[config.mk]
export PLATFORM = sky130hd
export DESIGN_NAME = first_fit_cell_allocator
export DESIGN_NICKNAME = d
export VERILOG_FILES = /design/src/ffca_pkg.sv /design/src/ffca_ram.sv /design/src/first_fit_cell_allocator.sv
export SDC_FILE = /design/constraint.sdc
export NUM_CORES = 1
export LEC_CHECK = 0
export BUFFER_PORTS_ARGS = -buffer_cell sky130_fd_sc_hd__buf_2
export CAP_MARGIN = 25
export CORE_ASPECT_RATIO = 1.5
export CORE_MARGIN = 2
export CORE_UTILIZATION = 60
export CTS_CLUSTER_DIAMETER = 120
export DETAILED_ROUTE_END_ITERATION = 16
export PLACE_DENSITY_LB_ADDON = 0.08
export SYNTH_ARGS = -nofsm -noshare
export SYNTH_HDL_FRONTEND = slang
export SYNTH_HIERARCHICAL = 1
export SYNTH_SLANG_ARGS = --single-unit
[constraint.sdc]
create_clock -name clk -period 4.41 [get_ports clk]
set_input_delay 0.6615 -clock clk [delete_from_list [all_inputs] [get_ports clk]]
set_output_delay 0.6615 -clock clk [all_outputs]
set_load 0.01 [all_outputs]
[src/ffca_pkg.sv]
// ----------------------------------------------------------------------------
// ffca_pkg: shared definitions for the first-fit cell allocator
// Cell codes, word field widths and the default pool size.
// ----------------------------------------------------------------------------
`default_nettype none

package ffca_pkg;

  // default number of cells in the pool
  localparam int unsigned POOL_CELLS_DEF = 64;

  // cell map entry codes
  localparam int unsigned CELL_W = 2;
  localparam logic [CELL_W-1:0] CELL_FREE = 2'd0;
  localparam logic [CELL_W-1:0] CELL_USED = 2'd1;
  localparam logic [CELL_W-1:0] CELL_END  = 2'd2;

  // request kinds
  localparam logic ACT_ALLOC = 1'b0;
  localparam logic ACT_FREE  = 1'b1;

  // result status codes
  localparam logic STAT_OK   = 1'b0;
  localparam logic STAT_FAIL = 1'b1;

  // word field widths
  localparam int unsigned SIZE_W  = 7;
  localparam int unsigned START_W = 6;

endpackage

`default_nettype wire

[src/ffca_ram.sv]
// ----------------------------------------------------------------------------
// ffca_ram: generic single-port-write, single-port-read RAM
// One write and one registered read per cycle.
// ----------------------------------------------------------------------------
`default_nettype none

module ffca_ram #(
  parameter int unsigned WIDTH = 2,
  parameter int unsigned DEPTH = 64
) (
  input  wire logic                     clk,
  input  wire logic                     we,
  input  wire logic [$clog2(DEPTH)-1:0] waddr,
  input  wire logic [WIDTH-1:0]         wdata,
  input  wire logic [$clog2(DEPTH)-1:0] raddr,
  output logic      [WIDTH-1:0]         rdata
);

  logic [WIDTH-1:0] mem [DEPTH];

  // write port
  always_ff @(posedge clk) begin
    if (we) begin
      mem[waddr] <= wdata;
    end
  end

  // registered read port
  always_ff @(posedge clk) begin
    rdata <= mem[raddr];
  end

endmodule

`default_nettype wire

[src/first_fit_cell_allocator.sv]
// ----------------------------------------------------------------------------
// first_fit_cell_allocator: first-fit allocator over a pool of cells
// Allocates runs of free cells lowest-start first and frees them again.
// ----------------------------------------------------------------------------
// After reset the block sweeps the cell map to free, one cell per cycle, and
// s_tready stays low until the sweep ends. It then takes one request word at
// a time. The cell map lives in a RAM with one write and one registered read
// port, and each cycle of a walk handles one cell. An allocate scans from
// cell 0 up to the end of the first fitting run and writes that run one cell
// per cycle, or fails when the scan reaches the last cell; either way its
// result then goes through the result state to the output register. A free
// reads and clears from start_cell through the first end mark, or through the
// last cell if no end mark comes first, one cell per cycle. Zero size, oversize
// or an out-of-range free go from idle straight to the result state. A finished
// result sits in the output register and the next request is taken while it waits.
// ----------------------------------------------------------------------------
`default_nettype none

module first_fit_cell_allocator #(
  parameter int unsigned POOL_CELLS = ffca_pkg::POOL_CELLS_DEF
) (
  input  wire logic        clk,
  input  wire logic        rst,
  // request stream
  input  wire logic        s_tvalid,
  output logic             s_tready,
  input  wire logic [15:0] s_tdata,  // [6:0] request_size, [12:7] start_cell, rest zero
  input  wire logic [0:0]  s_tuser,  // [0] action
  // result stream
  output logic             m_tvalid,
  input  wire logic        m_tready,
  output logic      [7:0]  m_tdata,  // [5:0] block_start, rest zero
  output logic      [0:0]  m_tuser   // [0] status
);

  localparam int unsigned IDX_W = $clog2(POOL_CELLS);
  localparam int unsigned CNT_W = $clog2(POOL_CELLS + 1);
  localparam logic [IDX_W-1:0] LAST_IDX  = IDX_W'(POOL_CELLS - 1);
  localparam logic [CNT_W-1:0] POOL_CNT  = CNT_W'(POOL_CELLS);

  typedef enum logic [2:0] {
    ST_CLEAR,
    ST_IDLE,
    ST_SCAN,
    ST_MARK,
    ST_FREE,
    ST_RESULT
  } state_t;

  state_t state;

  // request fields
  logic                         in_action;
  logic [ffca_pkg::SIZE_W-1:0]  in_size;
  logic [ffca_pkg::START_W-1:0] in_start;

  // sequencer registers
  logic [CNT_W-1:0]            ptr;       // next cell to read or write
  logic                        rd_valid;  // read data belongs to a live read
  logic [IDX_W-1:0]            rd_idx;    // cell of the read data
  logic [ffca_pkg::SIZE_W-1:0] req_size;  // size of the request in progress
  logic [ffca_pkg::SIZE_W-1:0] run;       // free cells in current run
  logic [IDX_W-1:0]            first;     // start of current run
  logic [IDX_W-1:0]            end_idx;   // end cell of the run being marked
  logic                        res_status;
  logic [IDX_W-1:0]            res_start;

  // RAM ports
  logic                        we;
  logic [IDX_W-1:0]            waddr;
  logic [ffca_pkg::CELL_W-1:0] wdata;
  logic [ffca_pkg::CELL_W-1:0] rdata;

  // combinational helpers
  logic                        accept;
  logic                        issue;
  logic                        cell_free;
  logic [ffca_pkg::SIZE_W-1:0] run_next;
  logic [IDX_W-1:0]            first_next;
  logic                        hit;
  logic                        at_last;
  logic                        out_free;

  assign in_action = s_tuser[0];
  assign in_size   = s_tdata[6:0];
  assign in_start  = s_tdata[12:7];

  assign s_tready = (state == ST_IDLE);
  assign accept   = s_tvalid && s_tready;
  assign out_free = !m_tvalid || m_tready;

  // read issue during scan and free walks
  assign issue = ((state == ST_SCAN) || (state == ST_FREE)) && (ptr < POOL_CNT);

  // one cell of first-fit evaluation
  always_comb begin
    cell_free  = (rdata == ffca_pkg::CELL_FREE);
    run_next   = cell_free ? (run + 1'b1) : '0;
    first_next = (cell_free && (run == '0)) ? rd_idx : first;
    hit        = rd_valid && cell_free && (run_next == req_size);
    at_last    = (rd_idx == LAST_IDX);
  end

  // RAM write port select
  always_comb begin
    we    = 1'b0;
    waddr = ptr[IDX_W-1:0];
    wdata = ffca_pkg::CELL_FREE;
    unique case (state)
      ST_CLEAR: begin
        we = 1'b1;
      end
      ST_MARK: begin
        we    = 1'b1;
        wdata = (ptr[IDX_W-1:0] == end_idx) ? ffca_pkg::CELL_END : ffca_pkg::CELL_USED;
      end
      ST_FREE: begin
        we    = rd_valid;
        waddr = rd_idx;
      end
      default: begin
        we = 1'b0;
      end
    endcase
  end

  ffca_ram #(
    .WIDTH (ffca_pkg::CELL_W),
    .DEPTH (POOL_CELLS)
  ) u_map (
    .clk   (clk),
    .we    (we),
    .waddr (waddr),
    .wdata (wdata),
    .raddr (ptr[IDX_W-1:0]),
    .rdata (rdata)
  );

  // sequencer and output register
  always_ff @(posedge clk) begin
    if (rst) begin
      state    <= ST_CLEAR;
      ptr      <= '0;
      rd_valid <= 1'b0;
      m_tvalid <= 1'b0;
    end else begin
      if (m_tvalid && m_tready) begin
        m_tvalid <= 1'b0;
      end
      rd_valid <= issue;
      if (issue) begin
        rd_idx <= ptr[IDX_W-1:0];
        ptr    <= ptr + 1'b1;
      end

      unique case (state)
        ST_CLEAR: begin
          ptr <= ptr + 1'b1;
          if (ptr[IDX_W-1:0] == LAST_IDX) begin
            state <= ST_IDLE;
          end
        end

        ST_IDLE: begin
          if (accept) begin
            res_status <= ffca_pkg::STAT_OK;
            res_start  <= '0;
            run        <= '0;
            first      <= '0;
            req_size   <= in_size;
            if (in_action == ffca_pkg::ACT_FREE) begin
              if (32'(in_start) < POOL_CELLS) begin
                ptr   <= CNT_W'(in_start);
                state <= ST_FREE;
              end else begin
                state <= ST_RESULT;
              end
            end else if ((in_size == '0) || (32'(in_size) > POOL_CELLS)) begin
              res_status <= ffca_pkg::STAT_FAIL;
              state      <= ST_RESULT;
            end else begin
              ptr   <= '0;
              state <= ST_SCAN;
            end
          end
        end

        ST_SCAN: begin
          if (rd_valid) begin
            run   <= run_next;
            first <= first_next;
            if (hit) begin
              // run found: mark it from its start
              rd_valid  <= 1'b0;
              end_idx   <= rd_idx;
              res_start <= first_next;
              ptr       <= CNT_W'(first_next);
              state     <= ST_MARK;
            end else if (at_last) begin
              rd_valid   <= 1'b0;
              res_status <= ffca_pkg::STAT_FAIL;
              state      <= ST_RESULT;
            end
          end
        end

        ST_MARK: begin
          ptr <= ptr + 1'b1;
          if (ptr[IDX_W-1:0] == end_idx) begin
            state <= ST_RESULT;
          end
        end

        ST_FREE: begin
          if (rd_valid && ((rdata == ffca_pkg::CELL_END) || at_last)) begin
            rd_valid <= 1'b0;
            state    <= ST_RESULT;
          end
        end

        ST_RESULT: begin
          if (out_free) begin
            m_tvalid <= 1'b1;
            m_tuser  <= res_status;
            m_tdata  <= {2'b00, ffca_pkg::START_W'(res_start)};
            state    <= ST_IDLE;
          end
        end

        default: begin
          state <= ST_IDLE;
        end
      endcase
    end
  end

endmodule

`default_nettype wire

### Yosys cells after proc, flatten, opt, wreduce, memory -nomap -nowiden

Memories as Yosys holds them, arrays and structs flattened. A register that Yosys moved wholly into a read port is not among the register bits.
Cells that the tools add are included.

* bits in registers: 58
* memory bits (writable): 128
* memories kept: 1
* input bits: 21

* muxes and demuxes: 50
* order comparisons: 2
* equality and inequality tests: 20
* bitwise gates (word level): 1
* reduce and logical (&&, ||, !) cells: 26
* add/subtract/negate cells: 2

Memory list
* u_map.mem: words 64, width 2, rd ports 1, clocked after Yosys merged registers in 1, wr ports 1, RTL line ffca_ram.sv:19 `logic [WIDTH-1:0] mem [DEPTH];`

Operator list (count)
* 7-bit 2-to-1 mux: 9
* 6-bit 2-to-1 mux: 6
* 3-bit 2-to-1 mux: 10
* 6-bit case mux with 2 select lines: 2
* 7-bit case mux with 3 select lines: 1
* 3-bit case mux with 6 select lines: 1
* 1-bit 2-to-1 mux: 15
* 7-bit by 1-bit adder with 7-bit output (second input constant): 2
* 7-bit zero test: 2
* 2-bit inequality test (second input constant): 7
* 7-bit case mux with 2 select lines: 1
* 6-bit equality test (second input constant): 2
* 4-bit AND reduction: 2
* 7-bit equality test: 1
* 7-bit > comparator (second input constant): 1
* 1-bit logical AND: 7
* 7-bit < comparator (second input constant): 1
* 7-bit AND reduction: 1
* 3-bit by 2-bit equality test with 1-bit output (second input constant): 2
* 3-bit equality test (second input constant): 2
* 6-bit equality test: 1
* 1-bit case mux with 2 select lines: 3
* 3-bit AND reduction: 2
* 6-bit AND reduction: 1
* 14 further kinds: 19

### Depth between registers and ports, before layout

Gate-level depths: netlist of run 1.

* word-level depth: 8
* mapped depth: 9
* mapped depth without buffers: 9

### Hierarchy

The synthesis of run 1 kept the hierarchy.

By module, submodules not included
* ffca_ram: cells each 324, area each 5397.7 µm², instances 1
* first_fit_cell_allocator: cells each 292, area each 3115.5 µm², instances 1

### Worst setup path after synthesis of run 1

Ideal clock, no wire load.

* kind: reg2reg
* start: reg ptr[4]
* end: reg state[0]
* setup slack: 0.898 ns
* cell stages (with the launch flop): 8
* library setup time: 0.118 ns
* arrival: 3.395 ns
* path buffers: 1
* cell sequence: dfxtp_1 -> clkbuf_1 -> xor2_1 -> nor4_1 -> a31oi_1 -> o21bai_1 -> nor2_1 -> o2111a_1

* longest elaborated chain between the ends: 3
* elaborated cells between the ends (all ways): 5
* those cells by class: 4 x eq/ne; 1 x reduce/logical

Ends and longest elaborated chain
* start: declaration: RTL line first_fit_cell_allocator.sv:58 `logic [CNT_W-1:0] ptr;`
* start signal: assignment: RTL line first_fit_cell_allocator.sv:153 `ptr <= ptr + 1'b1;`
* start signal: assignment: RTL line first_fit_cell_allocator.sv:158 `ptr <= ptr + 1'b1;`
* start signal: assignment: RTL line first_fit_cell_allocator.sv:173 `ptr <= CNT_W'(in_start);`
* 6-bit equality test, on equally long branches: RTL line first_fit_cell_allocator.sv:159, first_fit_cell_allocator.sv:209
* 2-bit inequality test (no line)
* 7-bit AND reduction (no line) *
* end signal: assignment: RTL line first_fit_cell_allocator.sv:160 `state <= ST_IDLE;`
* end signal: assignment: RTL line first_fit_cell_allocator.sv:174 `state <= ST_FREE;`
* end signal: assignment: RTL line first_fit_cell_allocator.sv:176 `state <= ST_RESULT;`
* end: declaration: RTL line first_fit_cell_allocator.sv:50 `state_t state;`

Every way passes the cells marked *; elsewhere a longest branch is shown, timed or not.
A chain may end at the register's enable or synchronous reset.

### Worst setup path after layout of run 1

* start: reg state[2]
* end: mem u_map.mem[38][0], enable pin

* elaborated cells between the ends (all ways): 8
* those cells by class: 2 x eq/ne; 4 x mux; 2 x reduce/logical

RTL lines
* start signal: assignment: RTL line first_fit_cell_allocator.sv:142 `state <= ST_CLEAR;`
* start signal: assignment: RTL line first_fit_cell_allocator.sv:160
* start signal: assignment: RTL line first_fit_cell_allocator.sv:174
* 3-bit equality test: RTL line first_fit_cell_allocator.sv:109 `unique case (state)`
* 6-bit 2-to-1 mux: RTL line first_fit_cell_allocator.sv:109
* named net waddr[0]: RTL line first_fit_cell_allocator.sv:70 `logic [IDX_W-1:0] waddr;`
* end: declaration: RTL line ffca_ram.sv:19

The timed path passes the listed nets, and every way through them passes these cells.

==> results of run 1 <==
[power breakdown]
| part | total, mW | switching, mW | internal [mW] |
|---|---|---|---|
| sequential | 2.04 | 0.0743 | 1.96 |
| combinational | 0.483 | 0.286 | 0.197 |
| clock | 1.53 | 0.723 | 0.812 |
[cells by family after synthesis]
group	after synthesis
AND/OR/NAND/NOR	223
flip-flops	188
AO/OA/AOI/OAI	80
multiplexers	51
buffers and inverters	43
XOR/XNOR	27
adder cells (fa/ha/maj)	3
other	1
[final cells by class]
type | instances | area share
tap | 165 | 0.02199
multi-input combinational | 386 | 0.3016
timing repair buffer | 37 | 0.02265
inverter | 9 | 0.003598
clock buffer | 17 | 0.04531
sequential | 188 | 0.5865
clock inverter | 15 | 0.01839
[worst paths after layout]
kind | startpoint | endpoint | depth (start not counted)
max reg2reg | state[2]$_SDFFE_PP0P_ | u_map/mem[38][0]$_DFFE_PP_ | 7
min reg2reg | res_start[1]$_DFFE_PP_ | m_tdata[1]$_DFFE_PP_ | 0
min | s_tdata[1] | req_size[1]$_DFFE_PP_ | 1
max | state[2]$_SDFFE_PP0P_ | u_map/mem[38][0]$_DFFE_PP_ | 7
[flip-flops by register name, indices dropped and copies added (netlist names)]
name / cells
u_map/mem: 128
ptr: 7
req_size: 7
run: 7
end_idx: 6
first: 6
m_tdata: 6
rd_idx: 6
res_start: 6
state: 3
u_map/rdata: 2
m_tuser: 1
m_tvalid: 1
rd_valid: 1
res_status: 1
[per-layer routing]
metal	up-vias	part of all wire
met1	2568	0.37
met5	-	0
met3	47	0.046
li1	2395	-
met4	0	0.041
met2	178	0.54
[cell usage in the layout (no fill, tap or decap), types with 9 or more instances in the layout]
cell,instances
a21oi_1,17
buf_2,26
buf_4,11
clkbuf_16,17
dfxtp_1,13
edfxtp_1,174
inv_1,9
mux2i_1,15
mux4_2,29
nand2_1,40
nand2b_1,10
nand3_1,13
nor2_1,96
nor2b_1,11
nor3_1,11
o21ai_0,10
xnor2_1,9
xor2_1,18
[through the flow]
stage | cells | instance area [µm²] | worst slack [ns]
floorplan | 617 | 8517 | 0.8979
global placement | 785 | 8791 | 1.341
detailed placement | 785 | 8791 | 1.240
finish | 817 | 9389 | 1.172
global route | 817 | 9389 | 0.8502
CTS | 817 | 9389 | 1.206
[synth_stat cells, drive strengths merged (7+ instances only)]
cell type,n
nor2,98
a21oi,17
mux2,7
nor2b,11
inv,9
edfxtp,174
buf,13
nand2b,10
clkbuf,21
xnor2,9
mux4,29
and3,7
mux2i,15
dfxtp,14
nor3,11
xor2,18
nand2,40
o21ai,11
nand3,13
[worst reg2reg max path, delay by kind of cell, from the launching register on]
family                 cells  cell delay [ns]
and+or+nand+nor            4             1.31
DFF                        1             0.77
buffers and inverters      2             0.44
muxes                      1             0.41
==> impl_metrics.env, run 1 <==
export IMPL_hpwlAfterDp_um=12550
export IMPL_io_pins=32
export IMPL_netlist_instances=616
export IMPL_synthSimpleGateAreaFrac=0.1235
export IMPL_num_vias=5188
export IMPL_synthFlopType="edfxtp_1"
export IMPL_area_delta_synth_final_pct=10.29
export IMPL_drtIter0Drc=289
export IMPL_grt_overflow=0
export IMPL_worst_path_max_delay_cell="dfxtp_1"
export IMPL_power_density_nw_per_um2=432.1
export IMPL_wl_um=18490
export IMPL_finish_utilization=0.6742
export IMPL_postCtsSetupRepairBufs=0
export IMPL_std_cell_rows=53
export IMPL_rsz0062_at_grt="no"
export IMPL_min_path_type="primary input to flop"
export IMPL_synth_area_top_cells="edfxtp_1 61%, mux4_2 7.7%, nor2_1 4.3%, dfxtp_1 3.3%, xor2_1 1.9%"
export IMPL_crit_family="simple AND/OR/NAND/NOR gates"
export IMPL_synthXorXnorAreaFrac=0.02778
export IMPL_routed_via_density=6.350
export IMPL_yosysTopAreaCellShare=0.6138
export IMPL_crit_path_max_incr_delay_ns=0.77
export IMPL_synth_top_family_by_area="simple AND/OR/NAND/NOR gates"
export IMPL_worstMarginPinSlew_ns=0.8882
export IMPL_grt_max_degree=65
export IMPL_clk_path_buf_depth=2
export IMPL_gr_max_usage_layer="met2"
export IMPL_slew_headroom=0.4071
export IMPL_synth_mux_area_frac=0.1036
export IMPL_drt_wirelength_per_cell_um=22.63
export IMPL_first_global_vias=5323
export IMPL_met1_usage=0.2994
export IMPL_worst_setup_path_end_kind="flop"
export IMPL_cts_resized=0
export IMPL_crit_fanout=19
export IMPL_start_util=0.6113
export IMPL_cts_sinks=188
export IMPL_worst_setup_path_start_kind="flop"
export IMPL_fin_crit_ns=3.238
export IMPL_timing_final_crit_share=0.7342
export IMPL_crit_buf_inv=2
export IMPL_core_area_um2=13930
export IMPL_run_status="completed"
export IMPL_nFillCells=994
export IMPL_synthAdderAreaFrac=0.004409
export IMPL_multi_input_area_um2=2831
export IMPL_io_buffers=26
export IMPL_cts_tree="yes"
export IMPL_ys_warn_count=6
export IMPL_antenna_found_initial=0
export IMPL_die_area_um2=15180
export IMPL_setup_viol=0
export IMPL_die_w_um=101.3
export IMPL_synth_cell_types=64
export IMPL_n_antenna_cell=0
export IMPL_worstSetupPathType="flop to flop"
export IMPL_fin_setup_tns_ns=0
export IMPL_cts_reportedPaths_clkPinSlew_ns=0.08
export IMPL_numCtsBuffers=17
export IMPL_ff_latch_area_um2=5507
export IMPL_synth_edf_count=174
export IMPL_clock_fmax_mhz=308.9
export IMPL_globalRouteMet2Util=0.4586
export IMPL_h_tree_depth=4
export IMPL_clock_skew_ns=0.01176
export IMPL_synth_compound_area_frac=0.06981
export IMPL_drive_gt1_frac=0.1764
export IMPL_whs_ns=0.4144
export IMPL_syn_area_per_cell_um2=13.82
export IMPL_drc=0
export IMPL_cts_root_buf="clkbuf_16"
export IMPL_leakage_nw=3.149
export IMPL_met3_usage=0.05465
export IMPL_ys_seq_area_frac=0.6467
export IMPL_hold_violations=0
export IMPL_finalPower_mw=4.057
export IMPL_yosys_area_top_type="edfxtp_1"
export IMPL_netlist_area_um2=8513
export IMPL_worstPathArrival_ns=3.36
export IMPL_insertion_delay_ns=0.44
export IMPL_finalNetCount=663
export IMPL_ys_async_sr_fraction=0
export IMPL_cts_hold_buf=0
export IMPL_place_congestion=0.8507
export IMPL_track_usage=0.2611
export IMPL_drtAntennaViolNets=0
export IMPL_drv_slew=0
export IMPL_worstPathCellList="inv_1 > nor3_1 > buf_4 > mux2_2 > nor2b_1 > nand3_1 > nor2_1"
export IMPL_ys_seq_elements=188
export IMPL_grt_pass1_wl_um=28790
export IMPL_die_height_um=149.9
export IMPL_maxCapViolCount=0
export IMPL_vdd_ir_drop_worst_uv=327.4
export IMPL_cp_required_ns=4.53
export IMPL_rrSetupSlack_ns=1.17
export IMPL_dr_pass1_iters=5
Note: power is estimated with default switching activity, not from simulation.
==> inputs of run 2 (changes only) <==
==> constraint.sdc (replaced) <==
create_clock -name clk -period 3.05 [get_ports clk]
set_input_delay 0.4575 -clock clk [delete_from_list [all_inputs] [get_ports clk]]
set_output_delay 0.4575 -clock clk [all_outputs]
set_load 0.01 [all_outputs]
==> impl_metrics.env, run 2 (synthesis gave the netlist of run 1 again) <==
export IMPL_fin_crit_ns=2.803
export IMPL_worstPathArrival_ns=2.94
export IMPL_worstMarginPinSlew_ns=0.7266
export IMPL_layout_common_cells="174 x edfxtp_1, 96 x nor2_1, 40 x nand2_1"
export IMPL_largest_reg_flops=128
export IMPL_cts_root_buf="clkbuf_16"
export IMPL_wl_um=18090
export IMPL_io_buffers=26
export IMPL_fin_setup_tns_ns=0
export IMPL_rrSetupSlack_ns=0.25
export IMPL_numCtsBuffers=17
export IMPL_cts_tree="yes"
export IMPL_grt_overflow=0
export IMPL_grt_max_degree=65
export IMPL_cp_required_ns=3.19
export IMPL_n_antenna_cell=0
export IMPL_min_path_type="primary input to flop"
export IMPL_io_pins=32
export IMPL_power_share_clock=0.365
export IMPL_hold_start="s_tdata[3]"
export IMPL_postCtsSetupRepairBufs=0
export IMPL_cts_reportedPaths_clkPinSlew_ns=0.07
export IMPL_leakage_nw=3.203
export IMPL_reg2reg_from="run[0]$_SDFFCE_PN0P_"
export IMPL_grt_pass1_wl_um=28220
export IMPL_num_vias=5254
export IMPL_h_tree_depth=4
export IMPL_worstSetupPathType="flop to flop"
export IMPL_start_util=0.6113
export IMPL_die_area_um2=15180
export IMPL_comb_power_share=0.133
export IMPL_drc=0
export IMPL_whs_ns=0.2219
export IMPL_swShare=0.2492
export IMPL_insertion_delay_ns=0.43
export IMPL_maxCapViolCount=0
export IMPL_timing_final_crit_share=0.9190
export IMPL_clk_path_buf_depth=2
export IMPL_cts_resized=0
export IMPL_clock_fmax_mhz=356.8
export IMPL_antenna_found_initial=0
export IMPL_p_int_mw=4.370
export IMPL_hold_violations=0
export IMPL_dr_pass1_iters=7
export IMPL_routed_via_density=6.338
export IMPL_std_cell_rows=53
export IMPL_cp_startpoint="run[0]$_SDFFCE_PN0P_"
export IMPL_vdd_ir_drop_worst_uv=448.4
export IMPL_worst_setup_path_end_kind="flop"
export IMPL_cts_hold_buf=0
export IMPL_final_common_cell="edfxtp_1"
export IMPL_cts_sinks=188
export IMPL_drt_wirelength_per_cell_um=21.83
export IMPL_hpwlAfterDp_um=12760
export IMPL_slew_headroom=0.5138
export IMPL_drv_slew=0
export IMPL_finalNetCount=676
export IMPL_area_delta_synth_final_pct=11.39
export IMPL_worst_setup_path_start_kind="flop"
export IMPL_core_area_um2=13930
export IMPL_drtAntennaViolNets=0
export IMPL_drive_gt1_frac=0.1867
export IMPL_first_global_vias=5341
export IMPL_run_status="completed"
export IMPL_drtIter0Drc=318
export IMPL_crit_fanout=8
export IMPL_p_seq_frac=0.502
export IMPL_setup_viol=0
export IMPL_p_sw_mw=1.451
export IMPL_track_usage=0.2546
export IMPL_place_congestion=0.9091
export IMPL_die_w_um=101.3
export IMPL_clock_skew_ns=0.01461
export IMPL_power_density_nw_per_um2=613.8
export IMPL_die_height_um=149.9
export IMPL_top_register="u_map/mem"
export IMPL_rsz0062_at_grt="no"
==> run 2: per-stage QoR <==
step	power, mW	area (µm²)	instances	worst slack (ns)	util
2_1_floorplan	3.509	8526	617	0.2221	-
3_3_place_gp	3.732	8914	798	0.2970	0.6401
3_5_place_dp	3.742	8914	798	0.2597	0.6401
4_1_cts	5.846	9483	829	0.2451	0.6810
5_1_grt	6.003	9483	829	0.03260	0.6810
6_report	5.820	9483	829	0.2469	0.6810
==> run 2: final timing paths <==
| kind | to | depth (start not counted) |
|---|---|---|
| worst max-delay path | res_start[4]$_DFFE_PP_ | 9 |
| worst min-delay path | req_size[3]$_DFFE_PP_ | 1 |
| worst max register to register | res_start[4]$_DFFE_PP_ | 9 |
| worst min register to register | m_tdata[3]$_DFFE_PP_ | 0 |
==> run 2: power groups by stage <==
stage | combinational [mW] | sequential, mW | clock (mW)
2_1_floorplan | 0.572 | 2.94 | 0
5_1_grt | 0.833 | 2.92 | 2.25
6_report | 0.774 | 2.92 | 2.12
3_5_place_dp | 0.768 | 2.97 | 0
3_3_place_gp | 0.757 | 2.98 | 0
4_1_cts | 0.771 | 2.92 | 2.16
==> run 2: final cells by class <==
type                       instances  area, µm²
inverter                           9      33.78
multi-input combinational        386       2831
clock buffer                      18      429.2
fill                             986       4443
clock inverter                    13      140.1
tap                              165      206.4
timing repair buffer              50      335.3
sequential                       188       5507
==> run 2: worst max-delay path: stages, from the launching register on <==
cell and delay, ns:
edfxtp_1 0.48, ha_1 0.29, and3_1 0.21, or3_1 0.34
a311oi_2 0.30, o221ai_2 0.26, nor2_2 0.24, nand2_1 0.09
a21oi_1 0.14, buf_4 0.17
==> run 2: layer usage <==
metal / share of wire / wire length [µm] / up-vias / track usage
met5: 0 / 0 / - / 0
met4: 0.048 / 869 / 0 / 0.1439
met3: 0.042 / 768 / 54 / 0.03596
met2: 0.54 / 9814 / 181 / 0.4467
met1: 0.37 / 6640 / 2599 / 0.2954
li1: - / - / 2420 / -
==> inputs of run 3 (changes only) <==
--- a/config.mk
+++ b/config.mk
@@ -5,11 +5,12 @@
 export SDC_FILE = /design/constraint.sdc
 export NUM_CORES = 1
 export LEC_CHECK = 0
+export ABC_AREA = 1
 export BUFFER_PORTS_ARGS = -buffer_cell sky130_fd_sc_hd__buf_2
 export CAP_MARGIN = 25
 export CORE_ASPECT_RATIO = 1.5
 export CORE_MARGIN = 2
-export CORE_UTILIZATION = 60
+export CORE_UTILIZATION = 56
 export CTS_CLUSTER_DIAMETER = 120
 export DETAILED_ROUTE_END_ITERATION = 16
 export PLACE_DENSITY_LB_ADDON = 0.08
==> constraint.sdc (replaced) <==
create_clock -name clk -period 2.25 [get_ports clk]
set_input_delay 0.3375 -clock clk [delete_from_list [all_inputs] [get_ports clk]]
set_output_delay 0.3375 -clock clk [all_outputs]
set_load 0.01 [all_outputs]
==> impl_metrics.env, run 3 <==
export IMPL_run_status="complete, but fails checks"
export IMPL_violations="negative setup slack"
export IMPL_top_register="u_map/mem"
export IMPL_comb_power_share=0.284
export IMPL_syn_area_per_cell_um2=9.874
export IMPL_h_tree_depth=4
export IMPL_n_antenna_cell=0
export IMPL_netlist_instances=894
export IMPL_timing_final_crit_share=1.002
export IMPL_leakage_nw=4.069
export IMPL_ff_latch_area_um2=5507
export IMPL_cts_tree="yes"
export IMPL_layout_common_cells="242 x nand2_1, 174 x edfxtp_1, 139 x nand3_1"
export IMPL_setup_viol=5
export IMPL_drc=0
export IMPL_synth_cell_types=41
export IMPL_netlist_area_um2=8827
export IMPL_synthFlopType="edfxtp_1"
export IMPL_yosysTopAreaCellShare=0.5919
export IMPL_dpl_cell_area_um2=9440
export IMPL_finalNetCount=986
export IMPL_ys_seq_area_frac=0.6237
export IMPL_start_util=0.5675
export IMPL_path_depth=13
export IMPL_die_area_um2=16800
export IMPL_worstMarginPinSlew_ns=0.6566
export IMPL_vdd_ir_drop_worst_uv=658.4
export IMPL_p_sw_mw=3.362
export IMPL_rsz0062_at_grt="yes"
export IMPL_area_delta_synth_final_pct=15.22
export IMPL_final_common_cell="nand2_1"
export IMPL_clk_path_buf_depth=2
export IMPL_stdcell_area_um2=10170
export IMPL_first_global_vias=6677
export IMPL_multi_input_area_um2=2948
export IMPL_synth_most_common_cell="nand2_1"
export IMPL_std_cell_rows=56
export IMPL_worstPathCellList="ha_2 > nand2_4 > inv_1 > nand2_1 > nand3_2 > nand2_1 > nand2_1 > inv_2 > nand3_2 > nor2_8 > nand3_2 > a211oi_2 > buf_4"
export IMPL_ys_seq_elements=188
export IMPL_fin_crit_ns=2.255
export IMPL_io_buffers=26
export IMPL_hpwlAfterDp_um=13980
export IMPL_cts_reportedPaths_clkPinSlew_ns=0.07
export IMPL_synth_area_top_cells="edfxtp_1 59%, nand2_1 10%, nand3_1 8.3%, nor2_1 4.3%, dfxtp_1 3.2%"
export IMPL_numCtsBuffers=17
export IMPL_die_height_um=157.8
export IMPL_nFillCells=1253
export IMPL_synth_common_cells="244 x nand2_1, 174 x edfxtp_1, 146 x nand3_1"
export IMPL_swShare=0.3410
export IMPL_insertion_delay_ns=0.43
export IMPL_synth_edf_count=174
export IMPL_ys_warn_count=6
export IMPL_finalPower_mw=9.859
export IMPL_worst_setup_path_end_kind="flop"
export IMPL_drt_wirelength_per_cell_um=17.74
export IMPL_core_area_um2=15550
export IMPL_min_path_cells=1
export IMPL_worst_r2r_cell_count=13
export IMPL_place_congestion=0.8728
export IMPL_maxCapViolCount=0
export IMPL_p_int_mw=6.497
export IMPL_crit_fanout=6
export IMPL_drv_slew=0
export IMPL_track_usage=0.2584
export IMPL_cts_hold_buf=0
export IMPL_cts_root_buf="clkbuf_16"
export IMPL_grt_max_degree=65
export IMPL_crit_path_max_incr_delay_ns=0.47
export IMPL_crit_family="simple AND/OR/NAND/NOR gates"
export IMPL_drive_gt1_frac=0.1674
export IMPL_power_density_nw_per_um2=969.3
export IMPL_hold_violations=0
export IMPL_worst_path_max_delay_cell="edfxtp_1"
export IMPL_cp_required_ns=2.39
export IMPL_drtIter0Drc=466
export IMPL_grt_overflow=0
export IMPL_min_path_type="primary input to flop"
export IMPL_worstPathArrival_ns=2.40
export IMPL_slew_headroom=0.5618
export IMPL_routed_via_density=5.627
export IMPL_crit_buf_inv=3
export IMPL_power_share_clock=0.302
export IMPL_drtAntennaViolNets=0
export IMPL_largest_reg_flops=128
export IMPL_num_vias=6623
export IMPL_worst_setup_path_start_kind="flop"
export IMPL_p_seq_frac=0.414
export IMPL_grt_pass1_wl_um=32600
export IMPL_cts_sinks=188
export IMPL_worstSetupPathType="flop to flop"
export IMPL_worst_slack_ns=-0.005094
export IMPL_clock_fmax_mhz=443.4
export IMPL_io_pins=32
export IMPL_dr_pass1_iters=5
export IMPL_ys_async_sr_fraction=0
export IMPL_antenna_found_initial=0
export IMPL_clock_skew_ns=0.01229
export IMPL_die_w_um=106.5
export IMPL_wl_um=20880
export IMPL_yosys_area_top_type="edfxtp_1"
[run 3: through the flow]
step / instances / util / worst slack (ns) / TNS, ns / hold WS, ns
3_3_place_gp: 1140 / 0.6069 / 0.02221 / 0 / 0.4038
5_1_grt: 1177 / 0.6539 / -0.09533 / -1.050 / 0.07867
6_report: 1177 / 0.6539 / -0.005094 / -0.01721 / 0.09169
4_1_cts: 1172 / 0.6462 / -0.005946 / -0.02982 / 0.07716
2_1_floorplan: 895 / - / -0.03062 / -0.3285 / 0.4003
3_5_place_dp: 1140 / 0.6069 / -0.03139 / -0.1482 / 0.4045
[run 3: cell families (layout without fill, tap and decap cells)]
logic type / count (synthesis) / count (layout) / share of synthesized area
AOI/OAI and AO/OA: 47 / 47 / 0.03232
xor gates and xnor gates: 10 / 10 / 0.01205
adders and majority gates: 3 / 3 / 0.004253
buffers and inverters: 104 / 183 / 0.05528
DFF: 188 / 188 / 0.6237
muxes: 6 / 6 / 0.006804
other: 1 / 2 / 0.0004248
and+or+nand+nor: 535 / 535 / 0.2652
[run 3: path summary, 6_finish.rpt]
path / startpoint / end / slack, ns
hold / removal: s_tdata[0] / req_size[0]$_DFFE_PP_ / 0.09
setup reg to reg: run[1]$_SDFFCE_PN0P_ / res_start[3]$_DFFE_PP_ / -0.005
hold reg to reg: res_start[5]$_DFFE_PP_ / m_tdata[5]$_DFFE_PP_ / 0.42
setup / recovery: run[1]$_SDFFCE_PN0P_ / res_start[3]$_DFFE_PP_ / -0.005
[run 3: repair_timing]
action / CTS / global route
setup buffers: 1 / 5
pin swaps: 0 / 5
gates resized for setup: 7 / 19
setup endpoints to repair: 21 / 135
[run 3: power groups by stage]
stage	combinational [mW]	clock (mW)	sequential [mW]
after detailed placement	2.73	0	4.15
after global placement	2.65	0	4.15
after global routing	3.07	3.16	4.09
after floorplan	1.92	0	4.12
final	2.80	2.98	4.08
after CTS	2.75	3.01	4.08
[run 3: layout make-up]
| cell class | count | share of cell area |
|---|---|---|
| multi-input cells | 603 | 0.2898 |
| clock inverters | 14 | 0.01599 |
| flip-flops and latches | 188 | 0.5414 |
| well taps | 203 | 0.02497 |
| inverters | 67 | 0.02473 |
| repair buffers | 85 | 0.06126 |
| clock buffers | 17 | 0.04183 |
[run 3: per-layer routing]
metal	vias to the layer above	track usage	wire length, µm
met1	3183	0.2666	7462
li1	3180	-	-
met5	-	0	0
met4	0	0.1466	940
met2	202	0.4838	11500
met3	58	0.05105	974
